File: src/fpd_pkg.sv
// Shared types and constants for the FM polar discriminator.
`timescale 1ns / 1ps

package fpd_pkg;

    // Fixed-point widths
    localparam int FRAC_W      = 16;                   // Q16 fraction bits
    localparam int QUOT_W      = 17;                   // quotient bits, ratio 0..65536
    localparam int CNT_W       = $clog2(QUOT_W + 1);   // divider step counter
    localparam int ANG_W       = 18;                   // angle 0..pi in Q16
    localparam int GAIN_W      = 16;                   // Q2.14 gain
    localparam int OUT_W       = 16;                   // Q3.12 output
    localparam int POLY_W      = 15;                   // B + C*d term
    localparam int DN_W        = 17;                   // rational denominator
    localparam int SCALE_SHIFT = 18;                   // Q16 * Q14 -> Q12

    // Arctangent coefficients in Q16
    localparam logic [DN_W-1:0]   COEF_A = 17'd64500;
    localparam logic [POLY_W-1:0] COEF_B = 15'd6127;
    localparam logic [POLY_W-1:0] COEF_C = 15'd12816;

    // Angle constants in Q16 radians
    localparam logic [ANG_W-1:0] PI_Q16      = 18'd205887;
    localparam logic [ANG_W-1:0] HALF_PI_Q16 = 18'd102944;

    localparam logic [GAIN_W-1:0] GAIN_RESET = 16'd11682;
    localparam logic [QUOT_W-1:0] RATIO_ONE  = 17'd65536;

    localparam logic [OUT_W-1:0] OUT_MAX = 16'h7FFF;
    localparam logic [OUT_W-1:0] OUT_MIN = 16'h8000;

    // Round-to-nearest offsets
    localparam int ROUND_POLY  = 1 << (FRAC_W - 1);
    localparam int ROUND_SCALE = 1 << (SCALE_SHIFT - 1);

    // Sequencer states
    typedef enum logic [3:0] {
        ST_IDLE,
        ST_MUL0,
        ST_MUL1,
        ST_MUL2,
        ST_MUL3,
        ST_IM,
        ST_FOLD,
        ST_PREP,
        ST_DIV_RATIO,
        ST_POLY_C,
        ST_POLY_Q,
        ST_POLY_DQ,
        ST_POLY_DEN,
        ST_DIV_ATAN,
        ST_ANGLE,
        ST_SAT
    } fpd_state_t;

endpackage

File: src/fm_polar_discriminator.sv
// FM polar discriminator top level: sequencer around a shared multiplier and divider.
// A new input word is taken only in idle, after the last one was loaded for output.
// Each word runs two 17-step divisions in the shared radix-2 divider plus seven passes
// through the shared multiplier; a zero product skips the divisions and two passes.
// Reset (aresetn low, synchronous): sequencer idle, no output word pending,
// previous sample cleared to zero, gain register back to 11682.
`timescale 1ns / 1ps

module fm_polar_discriminator #(
    parameter int SAMPLE_WIDTH = 16
) (
    input  logic                                  aclk,
    input  logic                                  aresetn,
    // Gain register write
    input  logic                                  cfg_valid,
    output logic                                  cfg_ready,
    input  logic [fpd_pkg::GAIN_W-1:0]            cfg_data,
    // Input samples
    input  logic                                  s_valid,
    output logic                                  s_ready,
    input  logic signed [SAMPLE_WIDTH-1:0]        s_in_i,
    input  logic signed [SAMPLE_WIDTH-1:0]        s_in_q,
    // Demodulated output
    output logic                                  m_valid,
    input  logic                                  m_ready,
    output logic signed [fpd_pkg::OUT_W-1:0]      m_demod_out
);

    localparam int W      = SAMPLE_WIDTH;
    localparam int RE_W   = 2 * W + 1;
    localparam int MAG_W  = 2 * W;
    localparam int DEN_W  = (MAG_W > fpd_pkg::QUOT_W) ? MAG_W : fpd_pkg::QUOT_W;
    localparam int MUL_W  = (W > fpd_pkg::ANG_W) ? W : fpd_pkg::ANG_W + 1;
    localparam int PROD_W = 2 * MUL_W;

    fpd_pkg::fpd_state_t state_reg, state_next;

    logic signed [W-1:0]            prev_i_reg, prev_q_reg;
    logic signed [W-1:0]            cur_i_reg, cur_q_reg;
    logic signed [RE_W-1:0]         acc_reg, re_reg, im_reg;
    logic [MAG_W-1:0]               ax_reg, y_reg;
    logic                           re_neg_reg, im_neg_reg, zero_reg, swap_reg;
    logic [fpd_pkg::QUOT_W-1:0]     d_reg;
    logic [fpd_pkg::POLY_W-1:0]     q_reg;
    logic [fpd_pkg::ANG_W-1:0]      ang_reg;
    logic [fpd_pkg::GAIN_W-1:0]     gain_reg;
    logic                           m_valid_reg;
    logic [fpd_pkg::OUT_W-1:0]      m_demod_out_reg;

    logic                           mul_en;
    logic signed [MUL_W-1:0]        op_a, op_b;
    logic signed [PROD_W-1:0]       prod;
    logic signed [PROD_W-1:0]       rnd_sum, scale_sum;

    logic                           div_start, div_busy;
    logic [DEN_W-1:0]               div_num, div_den;
    logic [fpd_pkg::QUOT_W-1:0]     div_quot;

    logic                           in_accept, out_free, out_load;
    logic [fpd_pkg::DN_W-1:0]       dn;
    logic [fpd_pkg::ANG_W-1:0]      t_ext, ang_calc;
    logic [fpd_pkg::OUT_W-1:0]      mag, out_val;

    // Shared units
    fpd_mul #(.MUL_W(MUL_W)) u_mul (
        .aclk (aclk),
        .en   (mul_en),
        .op_a (op_a),
        .op_b (op_b),
        .prod (prod)
    );

    fpd_div #(.DEN_W(DEN_W)) u_div (
        .aclk    (aclk),
        .aresetn (aresetn),
        .start   (div_start),
        .num     (div_num),
        .den     (div_den),
        .busy    (div_busy),
        .quot    (div_quot)
    );

    assign s_ready   = (state_reg == fpd_pkg::ST_IDLE);
    assign in_accept = s_valid && s_ready;
    assign cfg_ready = 1'b1;
    assign out_free  = !m_valid_reg || m_ready;

    // Rounded taps off the product: Q16 for the polynomial, Q12 for the output
    assign rnd_sum   = prod + PROD_W'(fpd_pkg::ROUND_POLY);
    assign scale_sum = prod + PROD_W'(fpd_pkg::ROUND_SCALE);
    assign dn        = fpd_pkg::COEF_A + rnd_sum[fpd_pkg::FRAC_W +: fpd_pkg::DN_W];

    // Octant unfold
    assign t_ext = fpd_pkg::ANG_W'(div_quot);
    always_comb begin
        if (swap_reg) begin
            ang_calc = re_neg_reg ? fpd_pkg::HALF_PI_Q16 + t_ext
                                  : fpd_pkg::HALF_PI_Q16 - t_ext;
        end else begin
            ang_calc = re_neg_reg ? fpd_pkg::PI_Q16 - t_ext : t_ext;
        end
    end

    // Gain rounding, sign and saturation
    assign mag = scale_sum[fpd_pkg::SCALE_SHIFT +: fpd_pkg::OUT_W];
    always_comb begin
        if (im_neg_reg) begin
            out_val = (mag > fpd_pkg::OUT_MIN) ? fpd_pkg::OUT_MIN
                                               : fpd_pkg::OUT_W'(~mag + 1'b1);
        end else begin
            out_val = (mag > fpd_pkg::OUT_MAX) ? fpd_pkg::OUT_MAX : mag;
        end
    end

    // Sequencer state register
    always_ff @(posedge aclk) begin
        if (!aresetn) begin
            state_reg <= fpd_pkg::ST_IDLE;
        end else begin
            state_reg <= state_next;
        end
    end

    // Next state, operand select and unit control
    always_comb begin
        state_next = state_reg;
        mul_en     = 1'b0;
        op_a       = '0;
        op_b       = '0;
        div_start  = 1'b0;
        div_num    = DEN_W'(y_reg);
        div_den    = DEN_W'(ax_reg);
        out_load   = 1'b0;
        unique case (state_reg)
            fpd_pkg::ST_IDLE: begin
                if (in_accept) begin
                    state_next = fpd_pkg::ST_MUL0;
                end
            end
            fpd_pkg::ST_MUL0: begin
                mul_en     = 1'b1;
                op_a       = MUL_W'(prev_i_reg);
                op_b       = MUL_W'(cur_i_reg);
                state_next = fpd_pkg::ST_MUL1;
            end
            fpd_pkg::ST_MUL1: begin
                mul_en     = 1'b1;
                op_a       = MUL_W'(prev_q_reg);
                op_b       = MUL_W'(cur_q_reg);
                state_next = fpd_pkg::ST_MUL2;
            end
            fpd_pkg::ST_MUL2: begin
                mul_en     = 1'b1;
                op_a       = MUL_W'(prev_i_reg);
                op_b       = MUL_W'(cur_q_reg);
                state_next = fpd_pkg::ST_MUL3;
            end
            fpd_pkg::ST_MUL3: begin
                mul_en     = 1'b1;
                op_a       = MUL_W'(cur_i_reg);
                op_b       = MUL_W'(prev_q_reg);
                state_next = fpd_pkg::ST_IM;
            end
            fpd_pkg::ST_IM: begin
                state_next = fpd_pkg::ST_FOLD;
            end
            fpd_pkg::ST_FOLD: begin
                state_next = fpd_pkg::ST_PREP;
            end
            fpd_pkg::ST_PREP: begin
                if (zero_reg) begin
                    state_next = fpd_pkg::ST_ANGLE;
                end else begin
                    div_start  = 1'b1;
                    div_num    = (ax_reg < y_reg) ? DEN_W'(ax_reg) : DEN_W'(y_reg);
                    div_den    = (ax_reg < y_reg) ? DEN_W'(y_reg) : DEN_W'(ax_reg);
                    state_next = fpd_pkg::ST_DIV_RATIO;
                end
            end
            fpd_pkg::ST_DIV_RATIO: begin
                if (!div_busy) begin
                    state_next = fpd_pkg::ST_POLY_C;
                end
            end
            fpd_pkg::ST_POLY_C: begin
                mul_en     = 1'b1;
                op_a       = MUL_W'(fpd_pkg::COEF_C);
                op_b       = MUL_W'(d_reg);
                state_next = fpd_pkg::ST_POLY_Q;
            end
            fpd_pkg::ST_POLY_Q: begin
                state_next = fpd_pkg::ST_POLY_DQ;
            end
            fpd_pkg::ST_POLY_DQ: begin
                mul_en     = 1'b1;
                op_a       = MUL_W'(d_reg);
                op_b       = MUL_W'(q_reg);
                state_next = fpd_pkg::ST_POLY_DEN;
            end
            fpd_pkg::ST_POLY_DEN: begin
                div_start  = 1'b1;
                div_num    = DEN_W'(d_reg);
                div_den    = DEN_W'(dn);
                state_next = fpd_pkg::ST_DIV_ATAN;
            end
            fpd_pkg::ST_DIV_ATAN: begin
                if (!div_busy) begin
                    state_next = fpd_pkg::ST_ANGLE;
                end
            end
            fpd_pkg::ST_ANGLE: begin
                // Scale pass: angle times gain
                mul_en     = 1'b1;
                op_a       = MUL_W'(zero_reg ? '0 : ang_calc);
                op_b       = MUL_W'(gain_reg);
                state_next = fpd_pkg::ST_SAT;
            end
            fpd_pkg::ST_SAT: begin
                if (out_free) begin
                    out_load   = 1'b1;
                    state_next = fpd_pkg::ST_IDLE;
                end
            end
            default: begin
                state_next = fpd_pkg::ST_IDLE;
            end
        endcase
    end

    // Sample history and gain register
    always_ff @(posedge aclk) begin
        if (!aresetn) begin
            prev_i_reg <= '0;
            prev_q_reg <= '0;
            gain_reg   <= fpd_pkg::GAIN_RESET;
        end else begin
            if (cfg_valid && cfg_ready) begin
                gain_reg <= cfg_data;
            end
            if (state_reg == fpd_pkg::ST_IM) begin
                prev_i_reg <= cur_i_reg;
                prev_q_reg <= cur_q_reg;
            end
        end
    end

    // Datapath registers
    always_ff @(posedge aclk) begin
        if (in_accept) begin
            cur_i_reg <= s_in_i;
            cur_q_reg <= s_in_q;
        end
        case (state_reg)
            fpd_pkg::ST_MUL1: acc_reg <= RE_W'(prod);
            fpd_pkg::ST_MUL2: re_reg  <= acc_reg + RE_W'(prod);
            fpd_pkg::ST_MUL3: acc_reg <= RE_W'(prod);
            fpd_pkg::ST_IM:   im_reg  <= acc_reg - RE_W'(prod);
            fpd_pkg::ST_FOLD: begin
                re_neg_reg <= re_reg[RE_W-1];
                im_neg_reg <= im_reg[RE_W-1];
                ax_reg     <= re_reg[RE_W-1] ? MAG_W'(-re_reg) : MAG_W'(re_reg);
                y_reg      <= im_reg[RE_W-1] ? MAG_W'(-im_reg) : MAG_W'(im_reg);
                zero_reg   <= (re_reg == '0) && (im_reg == '0);
            end
            fpd_pkg::ST_PREP: swap_reg <= (ax_reg < y_reg);
            fpd_pkg::ST_DIV_RATIO: begin
                if (!div_busy) begin
                    d_reg <= div_quot;
                end
            end
            fpd_pkg::ST_POLY_Q: begin
                q_reg <= fpd_pkg::COEF_B + rnd_sum[fpd_pkg::FRAC_W +: fpd_pkg::POLY_W];
            end
            fpd_pkg::ST_ANGLE: ang_reg <= zero_reg ? '0 : ang_calc;
            default: begin
            end
        endcase
    end

    // Output word register
    always_ff @(posedge aclk) begin
        if (!aresetn) begin
            m_valid_reg <= 1'b0;
        end else if (out_load) begin
            m_valid_reg <= 1'b1;
        end else if (m_ready) begin
            m_valid_reg <= 1'b0;
        end
    end

    always_ff @(posedge aclk) begin
        if (out_load) begin
            m_demod_out_reg <= out_val;
        end
    end

    assign m_valid     = m_valid_reg;
    assign m_demod_out = m_demod_out_reg;

    // Divider is only started when free
    a_div_start_free: assert property (@(posedge aclk) disable iff (!aresetn)
        div_start |-> !div_busy)
        else $error("divider started while busy");

    // Folded ratio never exceeds one
    a_ratio_range: assert property (@(posedge aclk) disable iff (!aresetn)
        (state_reg == fpd_pkg::ST_DIV_RATIO && !div_busy) |-> (div_quot <= fpd_pkg::RATIO_ONE))
        else $error("folded ratio out of range");

    // Unfolded angle stays within 0..pi
    a_angle_range: assert property (@(posedge aclk) disable iff (!aresetn)
        (state_reg == fpd_pkg::ST_SAT) |-> (ang_reg <= fpd_pkg::PI_Q16))
        else $error("angle above pi");

    // A negative phase step never gives a positive output word
    a_neg_sign: assert property (@(posedge aclk) disable iff (!aresetn)
        (out_load && im_neg_reg) |=> (m_demod_out_reg[fpd_pkg::OUT_W-1]
                                      || m_demod_out_reg == '0))
        else $error("negative phase step gave positive output");

endmodule

File: src/fpd_mul.sv
// Shared signed multiplier with registered product.
`timescale 1ns / 1ps

module fpd_mul #(
    parameter int MUL_W = 19
) (
    input  logic                      aclk,
    input  logic                      en,
    input  logic signed [MUL_W-1:0]   op_a,
    input  logic signed [MUL_W-1:0]   op_b,
    output logic signed [2*MUL_W-1:0] prod
);

    logic signed [2*MUL_W-1:0] prod_reg;

    // Product holds while not enabled
    always_ff @(posedge aclk) begin
        if (en) begin
            prod_reg <= op_a * op_b;
        end
    end

    assign prod = prod_reg;

endmodule

File: src/fpd_div.sv
// Radix-2 restoring divider: rounded (num << 16) / den, one quotient bit per cycle.
`timescale 1ns / 1ps

module fpd_div #(
    parameter int DEN_W = 32
) (
    input  logic                       aclk,
    input  logic                       aresetn,
    input  logic                       start,
    input  logic [DEN_W-1:0]           num,
    input  logic [DEN_W-1:0]           den,
    output logic                       busy,
    output logic [fpd_pkg::QUOT_W-1:0] quot
);

    localparam int QW    = fpd_pkg::QUOT_W;
    localparam int DVD_W = DEN_W + QW;

    logic [DEN_W-1:0]          rem_reg;
    logic [DEN_W-1:0]          den_reg;
    logic [QW-1:0]             rq_reg;     // dividend low bits in, quotient bits out
    logic [fpd_pkg::CNT_W-1:0] cnt_reg;
    logic                      busy_reg;

    logic [DVD_W-1:0] dividend;
    logic [DEN_W:0]   shifted;
    logic [DEN_W:0]   diff;
    logic             fits;

    // num <= den, so the quotient never exceeds 2^16
    assign dividend = DVD_W'({num, {fpd_pkg::FRAC_W{1'b0}}}) + DVD_W'(den >> 1);

    // One trial subtraction
    assign shifted = {rem_reg, rq_reg[QW-1]};
    assign diff    = shifted - {1'b0, den_reg};
    assign fits    = (shifted >= {1'b0, den_reg});

    always_ff @(posedge aclk) begin
        if (!aresetn) begin
            busy_reg <= 1'b0;
            cnt_reg  <= '0;
        end else if (start) begin
            busy_reg <= 1'b1;
            cnt_reg  <= fpd_pkg::CNT_W'(QW);
        end else if (busy_reg) begin
            cnt_reg <= cnt_reg - 1'b1;
            if (cnt_reg == fpd_pkg::CNT_W'(1)) begin
                busy_reg <= 1'b0;
            end
        end
    end

    // Remainder and quotient shift
    always_ff @(posedge aclk) begin
        if (start) begin
            rem_reg <= dividend[DVD_W-1:QW];
            rq_reg  <= dividend[QW-1:0];
            den_reg <= den;
        end else if (busy_reg) begin
            rem_reg <= fits ? diff[DEN_W-1:0] : shifted[DEN_W-1:0];
            rq_reg  <= {rq_reg[QW-2:0], fits};
        end
    end

    assign busy = busy_reg;
    assign quot = rq_reg;

endmodule
File: config.mk
export PLATFORM = sky130hd
export DESIGN_NAME = fm_polar_discriminator
export DESIGN_NICKNAME = d
export VERILOG_FILES = /design/src/fpd_pkg.sv /design/src/fm_polar_discriminator.sv /design/src/fpd_mul.sv /design/src/fpd_div.sv
export SDC_FILE = /design/constraint.sdc
export NUM_CORES = 2
export LEC_CHECK = 0
export ABC_AREA = 1
export BUFFER_PORTS_ARGS = -buffer_cell sky130_fd_sc_hd__buf_2
export CAP_MARGIN = 40
export CORE_MARGIN = 1.5
export CORE_UTILIZATION = 30
export DETAILED_ROUTE_END_ITERATION = 8
export GPL_ROUTABILITY_DRIVEN = 1
export SLEW_MARGIN = 20
export SYNTH_ARGS = -nofsm -noshare
export SYNTH_HDL_FRONTEND = slang
export SYNTH_SLANG_ARGS = --single-unit
File: constraint.sdc
create_clock -name aclk -period 9.9 [get_ports aclk]
set_clock_uncertainty 0.15 [all_clocks]
set_input_delay 0.99 -clock aclk [delete_from_list [all_inputs] [get_ports aclk]]
set_output_delay 0.99 -clock aclk [all_outputs]
set_load 0.01 [all_outputs]
==> run_results.csv <==
group,metric,value,unit
status,status,"complete, no violations",
timing,hold_viol,0,
cells_and_area,area_growth,11.8,%
cells_and_area,multi_input_area,23500,um2
power,p_leak,0.0200,uW
grt,track_usage,17.9,%
detailed_routing,drt-initial-drc-count,2952,
yosys,synth_fp_nets,5314,
clock_network,post-cts-setup-buffer-count,0,
detailed_routing,wl,120,mm
placement,portBuffers,70,
detailed_routing,vias,31998,
clock_network,cts-resized-gates,0,
clock_network,cts.clk_slew.worst_paths,0.07,ns
floorplan,row_count,132,
critical_path,cp.arrival,9.33,ns
timing,max_slew_margin,40.5,%
yosys,synth_top_cell_by_area,"edfxtp_1",
critical_path,worstSetupStartpointType,"flop",
yosys,netlist_top_cells_area,"edfxtp_1 28%, fa_1 17%, ha_1 8.4%",
floorplan,initial_core_util,30.3,%
critical_path,cp.buffers_inverters,8,
yosys,synth_flop_cell,"edfxtp_1",
placement,place.gp.congestion,0.959,
floorplan,fp.dieH,365,um
critical_path,crit_start,"swap_reg",
cells_and_area,nets,5372,
critical_path,slowest_delay,0.65,ns
critical_path,slowest_stage,"edfxtp_1",
floorplan,boundaryPins,72,
critical_path,r2r-end,"u_mul.prod[27]",
cells_and_area,antenna_cells,0,
critical_path,crit_fanout,12,
critical_path,worst-path-stages,30,
grt,grt_pass1_wl,183,mm
yosys,synth_seq_cells,421,
detailed_routing,firstDrtPassIters,5,
cells_and_area,layout_commonest_cell,"inv_1",
grt,antenna_found_initial,2,
cells_and_area,final_cell_count_no_fill,6499,
yosys,synth_top_area_share,27.6,%
critical_path,crit_type,"flop to flop",
critical_path,rrSetupSlack,0.80,ns
detailed_routing,ant_nets,0,
timing,finalSetupTns,0,ns
cells_and_area,largest_reg_flops,34,
floorplan,core-area,130000,um2
critical_path,cp_common_cell,"fa_1",
detailed_routing,viasPerCell,4.92,
grt,grt_pass1_vias,30709,
cells_and_area,final_cell_mix,"858 x inv_1, 854 x nand2_1, 391 x nor2_1",
critical_path,r2r_cells,30,
yosys,ys_types,69,
clock_network,ctsLongestPathBuffers,3,
yosys,avgSynthCellArea,8.44,um2
min_path,hp-class,"flop to flop",
yosys,seq_area_frac_synth,30.6,%
timing,layout_min_cycle_time,9.10,ns
critical_path,crit_end,"u_mul.prod[27]",
clock_network,cts_tree,"built",
timing,max_freq,110,MHz
flow_run,maxCapViolations,0,
clock_network,clock_latency,0.63,ns
yosys,async_flop_share,0,%
timing,tightestPinTransition,0.889,ns
power,ir_drop,0.148,mV
critical_path,crit_family,"adder cells",
grt,grt_max_degree,86,
clock_network,numCtsBuffers,50,
placement,place_hpwl,97.3,mm
clock_network,clockRootBuffer,"clkbuf_16",
timing,drv_slew,0,
critical_path,required,10.13,ns
timing,rsz0062_at_grt,"no",
grt,overflow,0,
floorplan,die_width,365,um
timing,final.period_utilization,92.0,%
yosys,netlist_instances,4658,
critical_path,critPathCaptureType,"flop",
clock_network,clock-sinks,421,
yosys,yosysWarnings,0,
floorplan,die-area,133000,um2
detailed_routing,drc_errors,0,
clock_network,ctsHtreeMaxLevel,2,
detailed_routing,wl_per_cell,18.5,um
cells_and_area,fillers,13553,
cells_and_area,layout.area.seq,12100,um2
clock_network,ctsHoldBuffers,0,
timing,setup_viol,0,
cells_and_area,layout-drive-gt1-share,6.56,%
yosys,syn-cell-area,39300,um2
critical_path,timing.rr.start,"swap_reg",
placement,dp_cells,6399,
power,cellPowerDensity,181,nW/um2
yosys,synth_edf_count,362,
==> worst reg2reg max path, delay by kind of cell, from the launching register on <==
| family | cells | cell delay [ns] |
|---|---|---|
| adder cells (fa/ha/maj) | 8 | 4.00 |
| AND/OR/NAND/NOR | 8 | 1.72 |
| buffers and inverters | 8 | 1.18 |
| XOR/XNOR | 1 | 0.06 |
| flip-flops | 1 | 0.65 |
| AO/OA/AOI/OAI | 5 | 1.09 |
==> power by group <==
| group | switching, uW | internal (uW) | leakage (uW) |
|---|---|---|---|
| Sequential | 170 | 2290 | 0.00379 |
| Combinational | 2350 | 1060 | 0.0154 |
| Clock | 832 | 1240 | 0.000863 |
==> cell usage after synthesis, drive strengths merged, types with 28 or more instances <==
master	number
nor2	412
xnor2	72
ha	263
fa	340
nor3	56
nand2	863
a21oi	299
edfxtp	362
nor4	30
buf	29
o21ai	322
nand3	124
clkbuf	114
nand4	28
inv	866
dfxtp	59
xor2	179
==> worst min path at each step <==
stage                        start             end  depth (start not counted)
global route        prev_q_reg[11]  prev_q_reg[11]                          2
CTS                  prev_i_reg[4]   prev_i_reg[4]                          2
finish               prev_i_reg[4]   prev_i_reg[4]                          2
detailed placement   prev_i_reg[4]   prev_i_reg[4]                          2
global placement       gain_reg[1]     gain_reg[1]                          2
floorplan           u_div.quot[12]       d_reg[12]                          0
==> per-stage QoR <==
step | utilization [%] | worst slack (ns) | total power, uW | cell area, um2 | hold slack [ns]
2_1_floorplan | - | 2.13 | 4680 | 39300 | 0.274
3_3_place_gp | 32.2 | 0.595 | 5820 | 41800 | 0.295
3_5_place_dp | 32.4 | 0.891 | 5860 | 42000 | 0.303
4_1_cts | 33.8 | 0.896 | 7960 | 43900 | 0.314
5_1_grt | 33.9 | 0.126 | 8400 | 44000 | 0.335
6_report | 33.9 | 0.797 | 7940 | 44000 | 0.311
==> layout make-up <==
type,count,area share (%)
clock buffer,57,2.96
tap,1742,4.96
sequential,421,27.4
inverter,880,7.52
multi-input combinational,3214,53.5
clock inverter,36,1.21
timing repair buffer,149,2.49
==> cell families (layout without fill, tap and decap cells) <==
group / Yosys count / after routing / synth area share (%)
other cells: 1 / 1 / 0.00954
xor+xnor: 251 / 251 / 5.69
buf+inv: 1023 / 1122 / 9.88
flops: 421 / 421 / 30.6
simple gates: 1541 / 1541 / 16.2
compound gates: 818 / 818 / 11.9
fa+ha+maj: 603 / 603 / 25.7
==> routing by layer <==
metal / GRT usage, % / routed length [um] / share of wire [%] / up-vias
met3: 2.64 / 8500 / 7.1 / 173
met1: 26.1 / 55300 / 46 / 15600
li1: - / - / - / 15136
met2: 27.3 / 53000 / 44 / 1085
met4: 5.00 / 3290 / 2.7 / 4
met5: 0 / 28 / 0.023 / -
(Power assumes the default switching activity.)
